`config.mk`:
```
export PLATFORM = sky130hd
export DESIGN_NAME = ffa_ram
export DESIGN_NICKNAME = d
export VERILOG_FILES = /design/src/design/ffa_ram.sv
export SDC_FILE = /design/constraint.sdc
export NUM_CORES = 2
export LEC_CHECK = 0
export ABC_CLOCK_PERIOD_IN_PS = 3100
export BUFFER_PORTS_ARGS = -buffer_cell sky130_fd_sc_hd__buf_2
export CORE_MARGIN = 2
export CORE_UTILIZATION = 25
export DETAILED_ROUTE_END_ITERATION = 12
export PLACE_DENSITY = 0.45
export SKIP_LAST_GASP = 1
export SYNTH_ARGS = -nofsm -noshare
export SYNTH_HDL_FRONTEND = slang
export SYNTH_SLANG_ARGS = --single-unit
```
`constraint.sdc`:
```
create_clock -name clock -period 3.1 [get_ports clock]
set_input_delay 0.465 -clock clock [delete_from_list [all_inputs] [get_ports clock]]
set_output_delay 0.465 -clock clock [all_outputs]
set_load 0.01 [all_outputs]
```
`src/design/ffa_ram.sv`:
```
// Generic single-port-write, single-port-read RAM with registered read data.
module ffa_ram #(
   parameter int WIDTH = 8,
   parameter int DEPTH = 256
) (
   input  logic                     clock,
   input  logic                     wr_en,
   input  logic [$clog2(DEPTH)-1:0] wr_addr,
   input  logic [WIDTH-1:0]         wr_data,
   input  logic [$clog2(DEPTH)-1:0] rd_addr,
   output logic [WIDTH-1:0]         rd_data
);

   logic [WIDTH-1:0] mem [DEPTH];

   always_ff @(posedge clock) begin
      if (wr_en) begin
         mem[wr_addr] <= wr_data;
      end
      rd_data <= mem[rd_addr];
   end

endmodule

```
* After elaboration in Yosys (flattened, before gate mapping)
Memory sizes are Yosys's and may differ from the RTL's. A register that Yosys moved wholly into a read port is not among the register bits.
Index checks and enable logic that the tools add are counted.
** Operators by class
- Mux-type cells :: 2
** Operator list (number)
- 1-bit two-way mux :: 2
** Word-level totals
- Flip-flop bits (word level) :: 0
- RAM bits :: 2048
- Input bits :: 26
- Memories kept :: 1
** Memory list
- mem :: words 256, width 8, read ports 1, clocked after memory_dff 1, write ports 1, line 14 : logic [WIDTH-1:0] mem [DEPTH];

* Logic depth before layout (Yosys ltp)
- Word-level depth :: 2
- Depth in mapped cells :: 11

* Worst setup path after synthesis
No wires, ideal clock.
- Path type :: input to register
- Start :: input port rd_addr[0]
- End :: register rd_data[2] (read register of mem)
- Arrival time :: 2.272 ns
- Required time :: 2.969 ns
- Setup slack :: 0.697 ns
- Cell stages on the path :: 9
- Cells stage by stage :: buf_6 buf_12 buf_8 buf_2 mux4_2 a22oi_1 a21oi_1 nor4_1 nor4_2
** RTL lines
- start, declared :: line 10 : input logic [$clog2(DEPTH)-1:0] rd_addr,
- end, declared :: line 11 : output logic [WIDTH-1:0] rd_data

==> impl_metrics.yaml <==
clocking:
  path_clk_slew_ns: 0.06
  cts_inserted_buffers: 223
  post_cts_resize_count: 0
  cts_buffer_depth: 4
  cts_root_buffer: "clkbuf_16"
  htree_levels: 4
  cts_tree: "done"
  worst_skew_pair.late_latency_ns: 0.89
  clock_sinks: 2056
pwr:
  power_frac_clock_pct: 42.5
  p_total_mw: 59.2
  p_per_area_nw_per_um2: 615
  p_int_mw: 46.2
  max-vdd-ir-drop_mv: 0.453
  power_frac_comb_pct: 5.6
  net-switching-power_mw: 13.0
  power_frac_seq_pct: 51.9
  leakagePower_nw: 30.4
  p_sw_share_pct: 21.9
die:
  initial_core_util_pct: 25.1
  ios: 34
  die_h_um: 568
  die-width_um: 568
  core_area_um2: 317000
  num_rows: 207
  die_area_um2: 323000
yosys:
  synth_top_area_share_pct: 77.3
  synth_nets: 3759
  syn-cell-area_um2: 79600
  synthArstFlopShare_pct: 0
  ys_ff_latch: 2056
  ys.flop_type: "edfxtp_1"
  syn_avg_cell_area_um2: 21.3
  synth_edf_count: 2048
  synth_warnings: 0
  synthCells: 3733
  synth_cell_type_count: 55
  ys_seq_area_share_pct: 77.5
  synth.area.top_cells: "edfxtp_1 (77%), mux4_2 (13%), mux2i_1 (1.7%)"
  synth_area_leader_cell: "edfxtp_1"
placed_design:
  dp_cells: 8363
  port-buffer-count: 33
  hpwl_mm: 154
  place_congestion: 0.810
layout:
  final_nets: 4435
  final_cells: 8788
  syn_to_final_growth_pct: 21.0
  drive_above_1_share_pct: 31.9
routing:
  routed_via_density: 4.62
  drt_iter0_drc: 4101
  drtPass1Iterations: 8
  wire_per_inst_um: 26.7
  drc: 0
  vias: 40565
  ant_nets: 0
  wl_mm: 234
critical_path:
  required_ns: 3.85
  cp.buffers_inverters: 3
  cpMaxStageDelayCell: "mux4_2"
  critPathMaxStageDelay_ns: 0.49
  crit_family: "compound AO/OA/AOI/OAI gates"
  start_kind: "flip-flop"
  worstSetupPathType: "reg -> reg"
  arrival_ns: 3.65
  crit_top_cell: "buf_4"
  cp-end-kind: "flip-flop"
  cp_max_fo: 1
  worstPathCellList: "mux4_2, a22o_1, a221oi_1, buf_4, o32ai_1, buf_4, nor3_1, buf_4, nor4_1"
grt:
  track_usage_pct: 14.3
  met1_usage_pct: 19.8
  grt_first_pass_wirelength_mm: 330
  gr-max-usage-layer: "met2"
  grtUsageMet3_pct: 2.55
  grt_pass1_vias: 41697
  grt_antenna_before_repair: 23
  grt_max_degree: 88
  met2_usage_pct: 22.9
  grt_remaining_overflow: 0
sta:
  fin_crit_ns: 2.90
  worst_pin_slew_ns: 1.12
  max_freq_mhz: 345
  relSlewSlack_pct: 24.7
  setup_viol: 0
  slew_violations: 0
  rsz0062_at_grt: "no"
  timing.final.hold_violations: 0
  fin_crit_sh_pct: 93.5
  finalClockSkew_ns: 0.0532
status:
  status: "complete, no violations"
job:
  maxCapViolations: 0
min_path:
  hold_path.class: "in -> reg"
## power by group through the flow
stage          Sequential, mW  Combinational (mW)  Clock, mW
2_1_floorplan            31.3                1.49          0
3_3_place_gp             31.3                3.32          0
3_5_place_dp             31.3                3.35          0
4_1_cts                  30.7                3.35       25.8
5_1_grt                  30.7                3.49       26.9
6_report                 30.7                3.29       25.2
## cell usage in the layout, fill, tap and decap left out, types with 7 or more instances in the layout
master,count
a211oi_1,16
a21oi_1,96
a221oi_1,13
a22o_1,8
a22oi_1,133
buf_12,65
buf_2,21
buf_4,587
buf_8,10
bufinv_16,12
clkbuf_1,57
clkbuf_16,225
clkinv_1,53
clkinv_2,45
dfxtp_1,8
diode_2,19
edfxtp_1,2048
mux2i_1,134
mux4_2,454
nand2_1,33
nand2b_1,8
nand3_1,27
nand3_2,7
nand4_1,10
nor2_1,279
nor2b_1,28
nor3_1,22
nor4_1,21
o211ai_1,10
o21ai_0,10
o221ai_1,46
o22ai_1,28
## kinds of logic after synthesis
group | after synthesis | synth area share, %
AOI/OAI and AO/OA | 385 | 3.42
buffers and inverters | 235 | 1.83
DFF | 2056 | 77.5
muxes | 591 | 14.6
and+or+nand+nor | 466 | 2.63
## sequential cells by signal, indices dropped and copies added (netlist names)
name,cells
mem,2048
rd_data,8
## synth_stat cells, types with 3 or more instances
master    count
a22oi_1     133
mux4_2      454
nor2b_1      31
nand4_1      10
buf_6        21
a211oi_1     16
mux2i_1     134
a221oi_1     13
o21ai_0      10
nor2_1      282
buf_4        27
o22a_1        5
buf_8        13
a22o_1        8
a21oi_1      96
o32ai_1       4
o221ai_1     46
o22ai_1      28
buf_1        22
nand3_1      34
clkbuf_1    111
and2_1        6
o211ai_1     10
nor4_2        3
dfxtp_1       8
or2_2         4
buf_12        8
nand2b_1      8
nor4_1       24
buf_2        31
nand2_1      33
edfxtp_1   2048
nor3_1       22
## repair_timing
action	CTS	global route
hold buffers	1	0
buffers inserted	0	0
endpoints found under the hold margin	21	0
## cell type report
| type | instances | area [um2] |
|---|---|---|
| fillers | 30711 | 221000 |
| clock inverters | 121 | 927 |
| diodes | 19 | 47.5 |
| well taps | 4180 | 5230 |
| multi-input cells | 1442 | 16500 |
| inverters | 2 | 7.51 |
| flip-flops and latches | 2056 | 61700 |
| repair buffers | 684 | 5970 |
| clock buffers | 284 | 5870 |
## per-layer routing
| metal | share of wire (%) | wire length (um) | vias to the layer above |
|---|---|---|---|
| met5 | 0.018 | 41 | - |
| met4 | 2.8 | 6570 | 6 |
| met3 | 5.6 | 13200 | 329 |
| met2 | 47 | 110000 | 1115 |
| met1 | 45 | 104000 | 22012 |
| li1 | - | - | 17103 |
## per-stage QoR
stage / util (%) / setup slack (ns) / cell area, um2 / hold slack, ns / setup TNS, ns
floorplan: - / 0.697 / 79600 / 0.564 / 0
global placement: 28.2 / -1.03 / 89400 / 0.859 / -4.22
detailed placement: 28.2 / -0.684 / 89400 / 0.855 / -3.05
CTS: 30.3 / 0.146 / 96200 / 0.0109 / 0
global route: 30.3 / 0.129 / 96200 / 0.0375 / 0
finish: 30.3 / 0.202 / 96300 / 0.0549 / 0
## final timing paths
path,cells past startpoint,slack (ns),to,startpoint
max,9,0.20,rd_data[5],mem[83][5]
min,1,0.05,mem[219][6],wr_data[6]
max reg2reg,9,0.20,rd_data[5],mem[83][5]
min reg2reg,5,1.10,rd_data[5],mem[155][5]
Power figures use the tool's default switching activity.
